File: config.mk
export PLATFORM = sky130hd
export DESIGN_NAME = two_player_game_clock_flat
export DESIGN_NICKNAME = d
export VERILOG_FILES = /design/src/rtl/core/tpgc_pkg.sv /design/src/rtl/core/tpgc_cmd_if.sv /design/src/rtl/core/tpgc_res_if.sv /design/src/rtl/core/two_player_game_clock.sv /design/src/flat_wrapper.sv
export SDC_FILE = /design/constraint.sdc
export NUM_CORES = 1
export LEC_CHECK = 0
export CORE_MARGIN = 2
export CORE_UTILIZATION = 39
export CTS_BUF_LIST = sky130_fd_sc_hd__clkbuf_4 sky130_fd_sc_hd__clkbuf_8
export CTS_CLUSTER_DIAMETER = 40
export DETAILED_ROUTE_END_ITERATION = 8
export DONT_BUFFER_PORTS = 1
export GPL_ROUTABILITY_DRIVEN = 0
export PLACE_DENSITY = 0.59
export SLEW_MARGIN = 20
export SYNTH_ARGS = -nofsm -noshare
export SYNTH_HDL_FRONTEND = slang
export SYNTH_SLANG_ARGS = --single-unit
File: constraint.sdc
create_clock -name i_clk -period 10.4 [get_ports i_clk]
set_input_delay 0.52 -clock i_clk [delete_from_list [all_inputs] [get_ports i_clk]]
set_output_delay 0.52 -clock i_clk [all_outputs]
set_load 0.01 [all_outputs]
File: src/rtl/core/tpgc_pkg.sv
package tpgc_pkg;

    // Fixed field widths.
    localparam int unsigned TIME_BITS      = 31;
    localparam int unsigned STAMP_BITS     = 32;
    localparam int unsigned ELAPSED_BITS   = 16;
    localparam int unsigned BASE_BITS      = 16;
    localparam int unsigned INC_BITS       = 12;
    localparam int unsigned BASE_MS_BITS   = 26;
    localparam int unsigned INC_MS_BITS    = 22;
    localparam int unsigned COUNT_OUT_BITS = 16;
    localparam int unsigned CFG_IDX_BITS   = 2;
    localparam int unsigned CFG_DATA_BITS  = 16;

    localparam logic [TIME_BITS-1:0]     TIME_MAX       = {TIME_BITS{1'b1}};
    localparam logic [TIME_BITS-1:0]     WARN_MS        = TIME_BITS'(10000);
    localparam logic [9:0]               MS_PER_S       = 10'd1000;
    localparam logic [BASE_BITS-1:0]     BASE_RESET     = BASE_BITS'(300);
    localparam logic [TIME_BITS-1:0]     TIME_RESET     = TIME_BITS'(300000);

    typedef enum logic [1:0] {
        CMD_TICK     = 2'd0,
        CMD_PRESS    = 2'd1,
        CMD_PAUSE    = 2'd2,
        CMD_NEW_GAME = 2'd3
    } t_cmd;

    typedef enum logic [1:0] {
        PH_IDLE  = 2'd0,
        PH_RUN   = 2'd1,
        PH_PAUSE = 2'd2,
        PH_FLAG  = 2'd3
    } t_phase;

    typedef enum logic [1:0] {
        MODE_UNTIMED   = 2'd0,
        MODE_INCREMENT = 2'd1,
        MODE_DELAY     = 2'd2,
        MODE_PLAIN     = 2'd3
    } t_mode;

    typedef enum logic [1:0] {
        ALERT_NONE = 2'd0,
        ALERT_FLAG = 2'd1,
        ALERT_WARN = 2'd2
    } t_alert;

    typedef enum logic [CFG_IDX_BITS-1:0] {
        CFG_TIMING_MODE = 2'd0,
        CFG_BASE_SEC    = 2'd1,
        CFG_INC_SEC     = 2'd2
    } t_cfg_reg;

    typedef struct packed {
        logic                      alert;
        logic [1:0]                alert_kind;
        logic [1:0]                run_state;
        logic                      side_to_move;
        logic [TIME_BITS-1:0]      white_left_ms;
        logic [TIME_BITS-1:0]      black_left_ms;
        logic                      flagged_side;
        logic [COUNT_OUT_BITS-1:0] white_move_count;
        logic [COUNT_OUT_BITS-1:0] black_move_count;
    } t_result;

endpackage

File: src/rtl/core/tpgc_cmd_if.sv
interface tpgc_cmd_if;
    import tpgc_pkg::*;

    logic                    valid;
    logic                    ready;
    logic [1:0]              command;
    logic                    side;
    logic [STAMP_BITS-1:0]   now_ms;
    logic [ELAPSED_BITS-1:0] elapsed_ms;

    modport source (output valid, command, side, now_ms, elapsed_ms, input ready);
    modport sink   (input valid, command, side, now_ms, elapsed_ms, output ready);
endinterface

File: src/rtl/core/tpgc_res_if.sv
interface tpgc_res_if;
    import tpgc_pkg::*;

    logic                      valid;
    logic                      ready;
    logic                      alert;
    logic [1:0]                alert_kind;
    logic [1:0]                run_state;
    logic                      side_to_move;
    logic [TIME_BITS-1:0]      white_left_ms;
    logic [TIME_BITS-1:0]      black_left_ms;
    logic                      flagged_side;
    logic [COUNT_OUT_BITS-1:0] white_move_count;
    logic [COUNT_OUT_BITS-1:0] black_move_count;

    modport source (output valid, alert, alert_kind, run_state, side_to_move,
                    white_left_ms, black_left_ms, flagged_side,
                    white_move_count, black_move_count, input ready);
    modport sink   (input valid, alert, alert_kind, run_state, side_to_move,
                    white_left_ms, black_left_ms, flagged_side,
                    white_move_count, black_move_count, output ready);
endinterface

File: src/rtl/core/two_player_game_clock.sv
// Each taken command's result is registered, in the skid register while a result still waits.
// Throughput: one command per cycle when ready; the update is a few adds and compares deep.
// A two-entry output stage (result register plus skid register) keeps input taking
// commands while one result waits; input stalls only when both entries are full.
// Reset (synchronous, active low) restores the default registers and a fresh game.
module two_player_game_clock #(
    parameter int unsigned MOVE_COUNT_BITS = 16
) (
    input  logic                          i_clk,
    input  logic                          i_rst_n,
    input  logic                          i_cfg_we,
    input  logic [tpgc_pkg::CFG_IDX_BITS-1:0]  i_cfg_index,
    input  logic [tpgc_pkg::CFG_DATA_BITS-1:0] i_cfg_data,
    tpgc_cmd_if.sink                      i_cmd,
    tpgc_res_if.source                    o_res
);
    import tpgc_pkg::*;

    // Configuration registers.
    t_mode                  r_mode;
    logic [BASE_BITS-1:0]   r_base_sec;
    logic [INC_BITS-1:0]    r_inc_sec;

    // Game state.
    t_phase                     r_phase,      n_phase;
    logic                       r_mover,      n_mover;
    logic [TIME_BITS-1:0]       r_time_left [2];
    logic [TIME_BITS-1:0]       n_time_left [2];
    logic [MOVE_COUNT_BITS-1:0] r_tally [2];
    logic [MOVE_COUNT_BITS-1:0] n_tally [2];
    logic [1:0]                 r_warned,     n_warned;
    logic [STAMP_BITS-1:0]      r_move_start, n_move_start;
    logic                       r_loser,      n_loser;
    t_alert                     n_kind;

    // Output stage.
    t_result r_out, r_skid, n_result;
    logic    r_out_v, r_skid_v;

    // Decoded command and shared arithmetic.
    t_cmd                   cmd;
    logic                   in_fire, out_fire;
    logic [BASE_MS_BITS-1:0] base_ms;
    logic [INC_MS_BITS-1:0]  inc_ms;
    logic [TIME_BITS-1:0]   mover_left, tick_left, press_left, base_left;
    logic                   tick_active, tick_flag, tick_warn, press_move;
    logic [STAMP_BITS-1:0]  used_ms;
    logic [INC_MS_BITS-1:0] bonus;
    logic [TIME_BITS:0]     sum;
    logic [COUNT_OUT_BITS-1:0] white_cnt, black_cnt;

    assign cmd      = t_cmd'(i_cmd.command);
    assign in_fire  = i_cmd.valid && i_cmd.ready;
    assign out_fire = o_res.valid && o_res.ready;

    // Times in milliseconds; both products fit their widths for every register value.
    assign base_ms   = BASE_MS_BITS'(r_base_sec) * BASE_MS_BITS'(MS_PER_S);
    assign inc_ms    = INC_MS_BITS'(r_inc_sec) * INC_MS_BITS'(MS_PER_S);
    assign base_left = TIME_BITS'(base_ms);

    // A tick only debits the running side, and only when the mode counts time.
    assign mover_left  = r_time_left[r_mover];
    assign tick_active = (r_phase == PH_RUN) && (r_mode != MODE_UNTIMED);
    assign tick_flag   = TIME_BITS'(i_cmd.elapsed_ms) >= mover_left;
    assign tick_left   = mover_left - TIME_BITS'(i_cmd.elapsed_ms);
    assign tick_warn   = (tick_left <= WARN_MS) && !r_warned[r_mover];

    // A press counts as a move only by the running side of a running clock.
    assign press_move = (r_phase == PH_RUN) && (i_cmd.side == r_mover);
    assign used_ms    = i_cmd.now_ms - r_move_start;

    // Bronstein caps the credit at the time actually used on this move.
    always_comb begin
        unique case (r_mode)
            MODE_INCREMENT: bonus = inc_ms;
            MODE_DELAY:     bonus = (used_ms < STAMP_BITS'(inc_ms)) ?
                                    INC_MS_BITS'(used_ms) : inc_ms;
            MODE_UNTIMED,
            MODE_PLAIN:     bonus = '0;
            default:        bonus = '0;
        endcase
    end

    // Remaining time never exceeds the 31-bit maximum, so a carry out means saturate.
    assign sum        = {1'b0, mover_left} + (TIME_BITS + 1)'(bonus);
    assign press_left = sum[TIME_BITS] ? TIME_MAX : sum[TIME_BITS-1:0];

    // Next phase.
    always_comb begin
        n_phase = r_phase;
        unique case (cmd)
            CMD_TICK: begin
                if (tick_active && tick_flag) begin
                    n_phase = PH_FLAG;
                end
            end
            CMD_PRESS: begin
                if (r_phase == PH_IDLE) begin
                    n_phase = PH_RUN;
                end
            end
            CMD_PAUSE: begin
                if (r_phase == PH_RUN) begin
                    n_phase = PH_PAUSE;
                end else if (r_phase == PH_PAUSE) begin
                    n_phase = PH_RUN;
                end
            end
            CMD_NEW_GAME: n_phase = PH_IDLE;
            default:      n_phase = r_phase;
        endcase
    end

    // Everything else the command changes, plus the alert it raises.
    always_comb begin
        n_mover      = r_mover;
        n_time_left  = r_time_left;
        n_tally      = r_tally;
        n_warned     = r_warned;
        n_move_start = r_move_start;
        n_loser      = r_loser;
        n_kind       = ALERT_NONE;
        unique case (cmd)
            CMD_TICK: begin
                if (tick_active) begin
                    if (tick_flag) begin
                        n_time_left[r_mover] = '0;
                        n_loser              = r_mover;
                        n_kind               = ALERT_FLAG;
                    end else begin
                        n_time_left[r_mover] = tick_left;
                        if (tick_warn) begin
                            n_warned[r_mover] = 1'b1;
                            n_kind            = ALERT_WARN;
                        end
                    end
                end
            end
            CMD_PRESS: begin
                if (r_phase == PH_IDLE) begin
                    // The first press starts the opponent's clock.
                    n_mover      = ~i_cmd.side;
                    n_move_start = i_cmd.now_ms;
                end else if (press_move) begin
                    n_time_left[r_mover] = press_left;
                    n_tally[r_mover]     = r_tally[r_mover] + MOVE_COUNT_BITS'(1);
                    n_mover              = ~r_mover;
                    n_move_start         = i_cmd.now_ms;
                end
            end
            CMD_PAUSE: begin
                if (r_phase == PH_PAUSE) begin
                    n_move_start = i_cmd.now_ms;
                end
            end
            CMD_NEW_GAME: begin
                n_mover        = 1'b0;
                n_time_left[0] = base_left;
                n_time_left[1] = base_left;
                n_tally[0]     = '0;
                n_tally[1]     = '0;
                n_warned       = '0;
                n_move_start   = '0;
                n_loser        = 1'b0;
            end
            default: n_kind = ALERT_NONE;
        endcase
    end

    // The counters may be wider or narrower than the 16-bit result fields.
    if (MOVE_COUNT_BITS >= COUNT_OUT_BITS) begin : g_cnt_trunc
        assign white_cnt = n_tally[0][COUNT_OUT_BITS-1:0];
        assign black_cnt = n_tally[1][COUNT_OUT_BITS-1:0];
    end else begin : g_cnt_ext
        assign white_cnt = COUNT_OUT_BITS'(n_tally[0]);
        assign black_cnt = COUNT_OUT_BITS'(n_tally[1]);
    end

    // The result shows the state after the command.
    always_comb begin
        n_result.alert            = (n_kind != ALERT_NONE);
        n_result.alert_kind       = n_kind;
        n_result.run_state        = n_phase;
        n_result.side_to_move     = n_mover;
        n_result.white_left_ms    = n_time_left[0];
        n_result.black_left_ms    = n_time_left[1];
        n_result.flagged_side     = (n_phase == PH_FLAG) ? n_loser : 1'b0;
        n_result.white_move_count = white_cnt;
        n_result.black_move_count = black_cnt;
    end

    // Configuration writes; an index past the register list is dropped.
    always_ff @(posedge i_clk) begin
        if (!i_rst_n) begin
            r_mode     <= MODE_UNTIMED;
            r_base_sec <= BASE_RESET;
            r_inc_sec  <= '0;
        end else if (i_cfg_we) begin
            unique case (t_cfg_reg'(i_cfg_index))
                CFG_TIMING_MODE: r_mode     <= t_mode'(i_cfg_data[1:0]);
                CFG_BASE_SEC:    r_base_sec <= i_cfg_data[BASE_BITS-1:0];
                CFG_INC_SEC:     r_inc_sec  <= i_cfg_data[INC_BITS-1:0];
                default:         r_inc_sec  <= r_inc_sec;
            endcase
        end
    end

    // Game state advances on every accepted command transaction.
    always_ff @(posedge i_clk) begin
        if (!i_rst_n) begin
            r_phase        <= PH_IDLE;
            r_mover        <= 1'b0;
            r_time_left[0] <= TIME_RESET;
            r_time_left[1] <= TIME_RESET;
            r_tally[0]     <= '0;
            r_tally[1]     <= '0;
            r_warned       <= '0;
            r_move_start   <= '0;
            r_loser        <= 1'b0;
        end else if (in_fire) begin
            r_phase      <= n_phase;
            r_mover      <= n_mover;
            r_time_left  <= n_time_left;
            r_tally      <= n_tally;
            r_warned     <= n_warned;
            r_move_start <= n_move_start;
            r_loser      <= n_loser;
        end
    end

    // Output stage: a new result goes straight to the result register when that
    // register is free or being drained, otherwise into the skid register.
    // Input is held off only while the skid register is occupied.
    always_ff @(posedge i_clk) begin
        if (!i_rst_n) begin
            r_out_v  <= 1'b0;
            r_skid_v <= 1'b0;
        end else begin
            if (r_skid_v) begin
                if (out_fire) begin
                    r_skid_v <= 1'b0;
                end
            end else if (in_fire) begin
                if (r_out_v && !out_fire) begin
                    r_skid_v <= 1'b1;
                end else begin
                    r_out_v <= 1'b1;
                end
            end else if (out_fire) begin
                r_out_v <= 1'b0;
            end
        end
    end

    always_ff @(posedge i_clk) begin
        if (r_skid_v) begin
            if (out_fire) begin
                r_out <= r_skid;
            end
        end else if (in_fire) begin
            if (r_out_v && !out_fire) begin
                r_skid <= n_result;
            end else begin
                r_out <= n_result;
            end
        end
    end

    assign i_cmd.ready            = !r_skid_v;
    assign o_res.valid            = r_out_v;
    assign o_res.alert            = r_out.alert;
    assign o_res.alert_kind       = r_out.alert_kind;
    assign o_res.run_state        = r_out.run_state;
    assign o_res.side_to_move     = r_out.side_to_move;
    assign o_res.white_left_ms    = r_out.white_left_ms;
    assign o_res.black_left_ms    = r_out.black_left_ms;
    assign o_res.flagged_side     = r_out.flagged_side;
    assign o_res.white_move_count = r_out.white_move_count;
    assign o_res.black_move_count = r_out.black_move_count;

endmodule
File: src/flat_wrapper.sv
// flat-port wrapper written by rule: the top's interface ports become plain ports
module two_player_game_clock_flat import tpgc_pkg::*;
#(
    parameter int unsigned MOVE_COUNT_BITS = 16
)
  (i_clk, i_rst_n, i_cfg_we, i_cfg_index, i_cfg_data, i_cmd_valid, i_cmd_command, i_cmd_side, i_cmd_now_ms, i_cmd_elapsed_ms, i_cmd_ready, o_res_valid, o_res_alert, o_res_alert_kind, o_res_run_state, o_res_side_to_move, o_res_white_left_ms, o_res_black_left_ms, o_res_flagged_side, o_res_white_move_count, o_res_black_move_count, o_res_ready);
  tpgc_cmd_if i_cmd_i ();
  tpgc_res_if o_res_i ();
  input  logic i_clk;
  input  logic i_rst_n;
  input  logic i_cfg_we;
  input  logic [tpgc_pkg::CFG_IDX_BITS-1:0] i_cfg_index;
  input  logic [tpgc_pkg::CFG_DATA_BITS-1:0] i_cfg_data;
  input wire logic [$bits(i_cmd_i.valid)-1:0] i_cmd_valid;
  input wire logic [$bits(i_cmd_i.command)-1:0] i_cmd_command;
  input wire logic [$bits(i_cmd_i.side)-1:0] i_cmd_side;
  input wire logic [$bits(i_cmd_i.now_ms)-1:0] i_cmd_now_ms;
  input wire logic [$bits(i_cmd_i.elapsed_ms)-1:0] i_cmd_elapsed_ms;
  output wire logic [$bits(i_cmd_i.ready)-1:0] i_cmd_ready;
  output wire logic [$bits(o_res_i.valid)-1:0] o_res_valid;
  output wire logic [$bits(o_res_i.alert)-1:0] o_res_alert;
  output wire logic [$bits(o_res_i.alert_kind)-1:0] o_res_alert_kind;
  output wire logic [$bits(o_res_i.run_state)-1:0] o_res_run_state;
  output wire logic [$bits(o_res_i.side_to_move)-1:0] o_res_side_to_move;
  output wire logic [$bits(o_res_i.white_left_ms)-1:0] o_res_white_left_ms;
  output wire logic [$bits(o_res_i.black_left_ms)-1:0] o_res_black_left_ms;
  output wire logic [$bits(o_res_i.flagged_side)-1:0] o_res_flagged_side;
  output wire logic [$bits(o_res_i.white_move_count)-1:0] o_res_white_move_count;
  output wire logic [$bits(o_res_i.black_move_count)-1:0] o_res_black_move_count;
  input wire logic [$bits(o_res_i.ready)-1:0] o_res_ready;
  assign i_cmd_i.valid = i_cmd_valid;
  assign i_cmd_i.command = i_cmd_command;
  assign i_cmd_i.side = i_cmd_side;
  assign i_cmd_i.now_ms = i_cmd_now_ms;
  assign i_cmd_i.elapsed_ms = i_cmd_elapsed_ms;
  assign i_cmd_ready = i_cmd_i.ready;
  assign o_res_valid = o_res_i.valid;
  assign o_res_alert = o_res_i.alert;
  assign o_res_alert_kind = o_res_i.alert_kind;
  assign o_res_run_state = o_res_i.run_state;
  assign o_res_side_to_move = o_res_i.side_to_move;
  assign o_res_white_left_ms = o_res_i.white_left_ms;
  assign o_res_black_left_ms = o_res_i.black_left_ms;
  assign o_res_flagged_side = o_res_i.flagged_side;
  assign o_res_white_move_count = o_res_i.white_move_count;
  assign o_res_black_move_count = o_res_i.black_move_count;
  assign o_res_i.ready = o_res_ready;
  two_player_game_clock #(.MOVE_COUNT_BITS(MOVE_COUNT_BITS)) u_core (.i_clk(i_clk), .i_rst_n(i_rst_n), .i_cfg_we(i_cfg_we), .i_cfg_index(i_cfg_index), .i_cfg_data(i_cfg_data), .i_cmd(i_cmd_i), .o_res(o_res_i));
endmodule
Word-level counts from Yosys, hierarchy flattened
Cells that the tools add are included.
- register bits after elaboration: 366
- bits of input ports: 74
- output and inout port bits: 103
- logic and storage cells: 166
- add/sub/neg operators: 4
- multipliers: 2
- $lt $le $gt $ge: 7
- equality and inequality tests: 20
- muxes and demuxes: 63
- bitwise gates (word level): 7
- reduce and logical (&&, ||, !) cells: 31
- operators by type and width (kind ; number):
    2-to-1 mux 101 bit ; 4
    2-to-1 mux 62 bit ; 4
    one-hot mux 62 bit (3 select lines) ; 1
    2-to-1 mux 32 bit ; 5
    2-to-1 mux 31 bit ; 5
    bitwise mux 62 bit ; 2
    one-hot mux 32 bit (3 select lines) ; 1
    one-hot mux 22 bit (3 select lines) ; 1
    2-to-1 mux 16 bit ; 4
    one-hot mux 32 bit (2 select lines) ; 1
    AND 62 bit ; 1
    inverter 62 bit ; 1
    adder 31 x 22 -> 32 bit ; 1
    bitwise mux 32 bit ; 1
    < comparator 32 x 22 -> 1 bit ; 1
    subtractor 32 bit ; 1
    demux 31 bit (select 1 bit) ; 1
    >= comparator 16 x 31 -> 1 bit ; 1
    less-or-equal comparator 31 x 14 -> 1 bit (second input constant) ; 1
    subtractor 31 x 16 -> 31 bit ; 1
    multiplier 16 x 7 -> 23 bit (second input constant) ; 1
    2-to-1 mux 2 bit ; 11
    2-to-1 mux 22 bit ; 1
    multiplier 12 x 7 -> 19 bit (second input constant) ; 1
    other kinds (30) ; 82

Longest topological paths before layout
- word-level depth: 15
- mapped depth: 41
- depth with buffers taken out: 38

Worst setup path before layout
Ideal clock, no wire load.
- path type: register to register
- from: register u_core.r_inc_sec[1]
- to: register u_core.r_out (netlist bit u_core.o_res.white_left_ms[25]) (data pin)
- setup time: 0.281 ns
- data arrival time: 9.811 ns
- required time: 10.119 ns
- path slack: 0.309 ns
- cell stages (with the launch flop): 38
- buffers on the path: 3
- clock period less this slack: 10.091 ns
- cells stage by stage: dfxtp_1 inv_1 fa_1 fa_1 fa_1 fa_1 inv_1 ha_1 o2111a_1 a221oi_1 a21oi_1 a211o_1 o31a_1 xnor2_1 ha_1 a221o_1 a2111oi_0 o2111ai_1 [... 2 more ...] nand4_1 or3_1 clkbuf_1 clkbuf_1 o21ai_0 o211ai_1 ha_1 clkbuf_1 nand3_1 o22ai_1 a31oi_1 o31ai_1 a22oi_1 or4_1 nand2_1 nor2_1 a2111oi_0 o31ai_1
- word-level cells in the longest chain between the ends: 13
- ends and longest elaborated chain (what ; RTL line ; text):
    start, declared ; two_player_game_clock.sv:22 ; logic [INC_BITS-1:0] r_inc_sec;
    start signal, assigned ; two_player_game_clock.sv:202 ; CFG_INC_SEC: r_inc_sec <= i_cfg_data[INC_BITS-1:0];
    start signal, assigned ; two_player_game_clock.sv:203 ; default: r_inc_sec <= r_inc_sec;
    multiplier 12 x 7 -> 19 bit * ; two_player_game_clock.sv:58 ; assign inc_ms = INC_MS_BITS'(r_inc_sec) * INC_MS_BITS'(MS_PER_S);
    < comparator 32 x 22 -> 1 bit ; two_player_game_clock.sv:76 ; MODE_DELAY: bonus = (used_ms < STAMP_BITS'(inc_ms)) ?
    2-to-1 mux 22 bit ; two_player_game_clock.sv:76 ;
    one-hot mux 22 bit (3 select lines) * ; two_player_game_clock.sv:74 ; unique case (r_mode)
    adder 31 x 22 -> 32 bit * ; two_player_game_clock.sv:85 ; assign sum = {1'b0, mover_left} + (TIME_BITS + 1)'(bonus);
    2-to-1 mux 31 bit * ; two_player_game_clock.sv:86 ; assign press_left = sum[TIME_BITS] ? TIME_MAX : sum[TIME_BITS-1:0];
    bitwise mux 62 bit * ; two_player_game_clock.sv:145 ; n_time_left[r_mover] = press_left;
    2-to-1 mux 62 bit * ; two_player_game_clock.sv:144 ; end else if (press_move) begin
    2-to-1 mux 62 bit * ; two_player_game_clock.sv:140 ; if (r_phase == PH_IDLE) begin
    one-hot mux 62 bit (3 select lines) * ; two_player_game_clock.sv:123 ; unique case (cmd)
    2-to-1 mux 101 bit * ; two_player_game_clock.sv:261 ; if (r_out_v && !out_fire) begin
    2-to-1 mux 101 bit * ; two_player_game_clock.sv:260 ; end else if (in_fire) begin
    2-to-1 mux 101 bit * ; two_player_game_clock.sv:256 ; if (r_skid_v) begin
    end signal, assigned ; two_player_game_clock.sv:258 ; r_out <= r_skid;
    end signal, assigned ; two_player_game_clock.sv:264 ; r_out <= n_result;
    end, declared ; two_player_game_clock.sv:37 ; t_result r_out, r_skid, n_result;
Every way passes the cells marked *; elsewhere a longest branch is shown, timed or not. The select of a mux whose other input is x is not followed.
A chain may end at the register's enable or synchronous reset.

Worst setup path in the final report
- from: register u_core.r_inc_sec[7]
- to: register u_core.r_out (netlist bit u_core.o_res.black_left_ms[9]) (data pin)
The elaborated chain is that of the path after synthesis.

==> results.sh <==
export IMPL_status="complete, no violations"
export IMPL_hold_path_class="in2reg"
export IMPL_clk_path_buf_depth=3
export IMPL_chipWidth_um=271.5
export IMPL_syn_area_per_cell_sq_um=8.857
export IMPL_htree_levels=3
export IMPL_routedWlPerCell_um=21.45
export IMPL_synth_top_cell_by_area="edfxtp_1"
export IMPL_ios=177
export IMPL_seq_area_sq_um=9358
export IMPL_synth_top_area_share=0.2173
export IMPL_critical_path_class="reg2reg"
export IMPL_ant_nets=0
export IMPL_p_clk_frac=0.330
export IMPL_max_freq_mhz=99.91
export IMPL_num_rows=98
export IMPL_ff2ff_setup_slack_ns=0.39
export IMPL_regToRegStartpoint="u_core.r_inc_sec[7]"
export IMPL_report_final_slew_viol_count=0
export IMPL_worstSetupEndpoint="u_core.o_res.black_left_ms[9]"
export IMPL_crit_path_top_delay_cell="fa_1"
export IMPL_die_area_sq_um=73740
export IMPL_dr_pass1_iters=6
export IMPL_max_slew_worst_pin_slew_ns=1.159
export IMPL_cap_violations=0
export IMPL_drive_gt1_frac=0.1263
export IMPL_p_sw_frac=0.3606
export IMPL_period_needed_ns=10.01
export IMPL_synthTopCellsByCount="nor2_1 (323), nand2_1 (267), a21oi_1 (252)"
export IMPL_hold_violations=0
export IMPL_grt_pass1_wl_um=139400
export IMPL_power_frac_seq=0.357
export IMPL_slew_headroom=0.2257
export IMPL_grt_max_degree=79
export IMPL_fin_skew_ns=0.04997
export IMPL_vias=24590
export IMPL_finalNetCount=3564
export IMPL_cts_tree="done"
export IMPL_hold_start="i_cfg_data[1]"
export IMPL_ys_seq_area_frac=0.3349
export IMPL_crit_path_start="u_core.r_inc_sec[7]"
export IMPL_setup_tns_final_ns=0
export IMPL_ys_types=90
export IMPL_timing_rr_end="u_core.o_res.black_left_ms[9]"
export IMPL_endpoint_kind="register"
export IMPL_power_density_nw_per_um2=158.6
export IMPL_drt_total_wl_um=90590
export IMPL_combPwrFrac=0.313
export IMPL_die_y_um=271.5
export IMPL_final_util=0.4423
export IMPL_async_flop_share=0
export IMPL_setup_viol=0
export IMPL_intPower_mw=3.191
export IMPL_irDropWorstVdd_mv=0.1176
export IMPL_first_iter_violations=2305
export IMPL_yosys_top_cells_area="edfxtp_1 (22%), dfxtp_1 (12%), ha_1 (8.5%), fa_1 (6.8%), a21oi_1 (4.5%)"
export IMPL_synth_seq_cells=366
export IMPL_port_buffers=0
export IMPL_cts_made_buffers=78
export IMPL_grt_overflow=0
export IMPL_multi_input_area_sq_um=17330
export IMPL_antenna_found_initial=2
export IMPL_core_area_sq_um=71120
export IMPL_synthesis_area_sq_um=27920
export IMPL_leakagePower_nw=12.55
export IMPL_cp_start_kind="register"
export IMPL_slowest_delay_ns=0.53
export IMPL_start_util=0.3925
export IMPL_grt_use_total=0.2406
export IMPL_clkSinkCount=366
export IMPL_drc=0
export IMPL_synth_edf_count=202
export IMPL_dp_hpwl_um=66000
export IMPL_final_cells=4223
export IMPL_fillers=7055
export IMPL_reg2regPathDepth=40
export IMPL_cp_max_fo=10
export IMPL_cts_root_buf="clkbuf_8"
export IMPL_yosysMostFrequentCell="nor2_1"
export IMPL_timing_final_crit_share=0.9624
export IMPL_p_sw_mw=1.799
export IMPL_crit_top_cell="buf_4"
export IMPL_ys_flop_type="edfxtp_1"
export IMPL_synth_fp_nets=3510
export IMPL_syn_inst=3152
export IMPL_cp_arrival_ns=10.46
export IMPL_placed_cells=4054
export IMPL_grt_pass1_vias=23250
export IMPL_path_clk_slew_ns=0.06
export IMPL_viasPerCell=5.824
export IMPL_insertion_delay_ns=0.69
export IMPL_ys_warn_count=0
export IMPL_cp_required_ns=10.85
export IMPL_syn2layout_area_growth_pct=12.68
[area by class of cell]
cell class | instances | share of cell area
antenna | 2 | 0.0001591
clock buffer | 109 | 0.04312
clock inverter | 36 | 0.01022
inverter | 209 | 0.02506
multi-input combinational | 2412 | 0.5508
sequential | 366 | 0.2975
tap | 950 | 0.03779
timing repair buffer | 139 | 0.03536
[stage by stage]
step           total power, mW  area, sq um  setup slack (ns)  hold slack [ns]
6_report                 4.990        31460            0.3908          0.03923
5_1_grt                  5.261        31460          -0.01376          0.01921
4_1_cts                  4.997        31320           0.01340         0.007965
3_5_place_dp             3.320        29410           -0.2658           0.4755
3_3_place_gp             3.312        29410          -0.06481           0.4686
2_1_floorplan            2.858        27920            0.3086           0.4570
[worst max-delay path, delay by kind of cell, from the launching register on]
family / cells / cell delay, ns
and+or+nand+nor: 8 / 2.22
DFF: 1 / 0.39
xor gates and xnor gates: 1 / 0.16
AOI/OAI and AO/OA: 15 / 3.03
buffers and inverters: 9 / 1.12
adders and majority gates: 7 / 2.86
[power groups by stage]
stage	clock network, mW	logic [mW]	registers, mW
after detailed placement	0	1.51	1.81
final	1.65	1.56	1.78
after CTS	1.68	1.53	1.78
after global routing	1.75	1.72	1.79
after floorplan	0	1.09	1.77
after global placement	0	1.50	1.81
[state kept, by name (all words and copies together) (netlist names), 2 cells and up]
name                           cells
u_core.r_mode                      2
u_core.o_res.black_left_ms        31
u_core.r_tally                    32
u_core.o_res.white_left_ms        31
u_core.o_res.run_state             2
u_core.r_move_start               32
u_core.r_skid                    101
u_core.r_phase                     2
u_core.r_base_sec                 16
u_core.o_res.black_move_count     16
u_core.r_warned                    2
u_core.r_time_left                62
u_core.r_inc_sec                  12
u_core.o_res.white_move_count     16
u_core.o_res.alert_kind            2
[layout by cell type (no fill, tap or decap), drive strengths merged, types with 14 or more instances in the layout]
cell type / instances
nor2: 323
nand2: 267
a21oi: 252
o21ai: 224
inv: 211
edfxtp: 202
ha: 189
dfxtp: 164
buf: 121
clkbuf: 109
fa: 95
mux2: 86
nor3: 83
nand3: 82
xnor2: 65
o31ai: 49
o211ai: 48
mux2i: 44
a21o: 43
a211oi: 42
nor3b: 39
xor2: 38
o21a: 28
nand2b: 26
clkinv: 25
a31oi: 24
and3: 23
nand4: 22
nor2b: 20
dlygate4sd3: 18
or3: 17
a221oi: 17
o21bai: 14
[kinds of logic after synthesis]
kind of cell / Yosys count / synth area share
simple gates: 966 / 0.1605
xor+xnor: 103 / 0.03231
mux: 130 / 0.05047
flops: 366 / 0.3349
compound gates: 929 / 0.2181
fa+ha+maj: 284 / 0.1528
buf+inv: 374 / 0.05082
[metal layers]
metal	vias to the layer above	wire length [um]	global-route usage
li1	11610	-	-
met1	11680	37880	0.3180
met5	-	0	0
met4	0	4126	0.1047
met3	229	7378	0.04219
met2	1072	41210	0.3864
[worst min-delay path by stage]
stage          cells past startpoint  slack [ns]                 endpoint
3_5_place_dp                       2        0.48  u_core.r_move_start[20]
6_report                           2        0.04         u_core.r_mode[1]
5_1_grt                            2        0.02         u_core.r_mode[0]
3_3_place_gp                       2        0.47  u_core.r_move_start[18]
4_1_cts                            2       0.008      u_core.r_inc_sec[0]
2_1_floorplan                      2        0.46  u_core.r_move_start[10]
[timing repair]
item                       4_1_cts  5_1_grt
setup endpoints to repair       63      185
pin swaps                        0       16
hold buffers                    19        0
resized for setup                6       41
hold endpoints to repair        72        0
buffers inserted                 0        3
(Power assumes the default switching activity.)
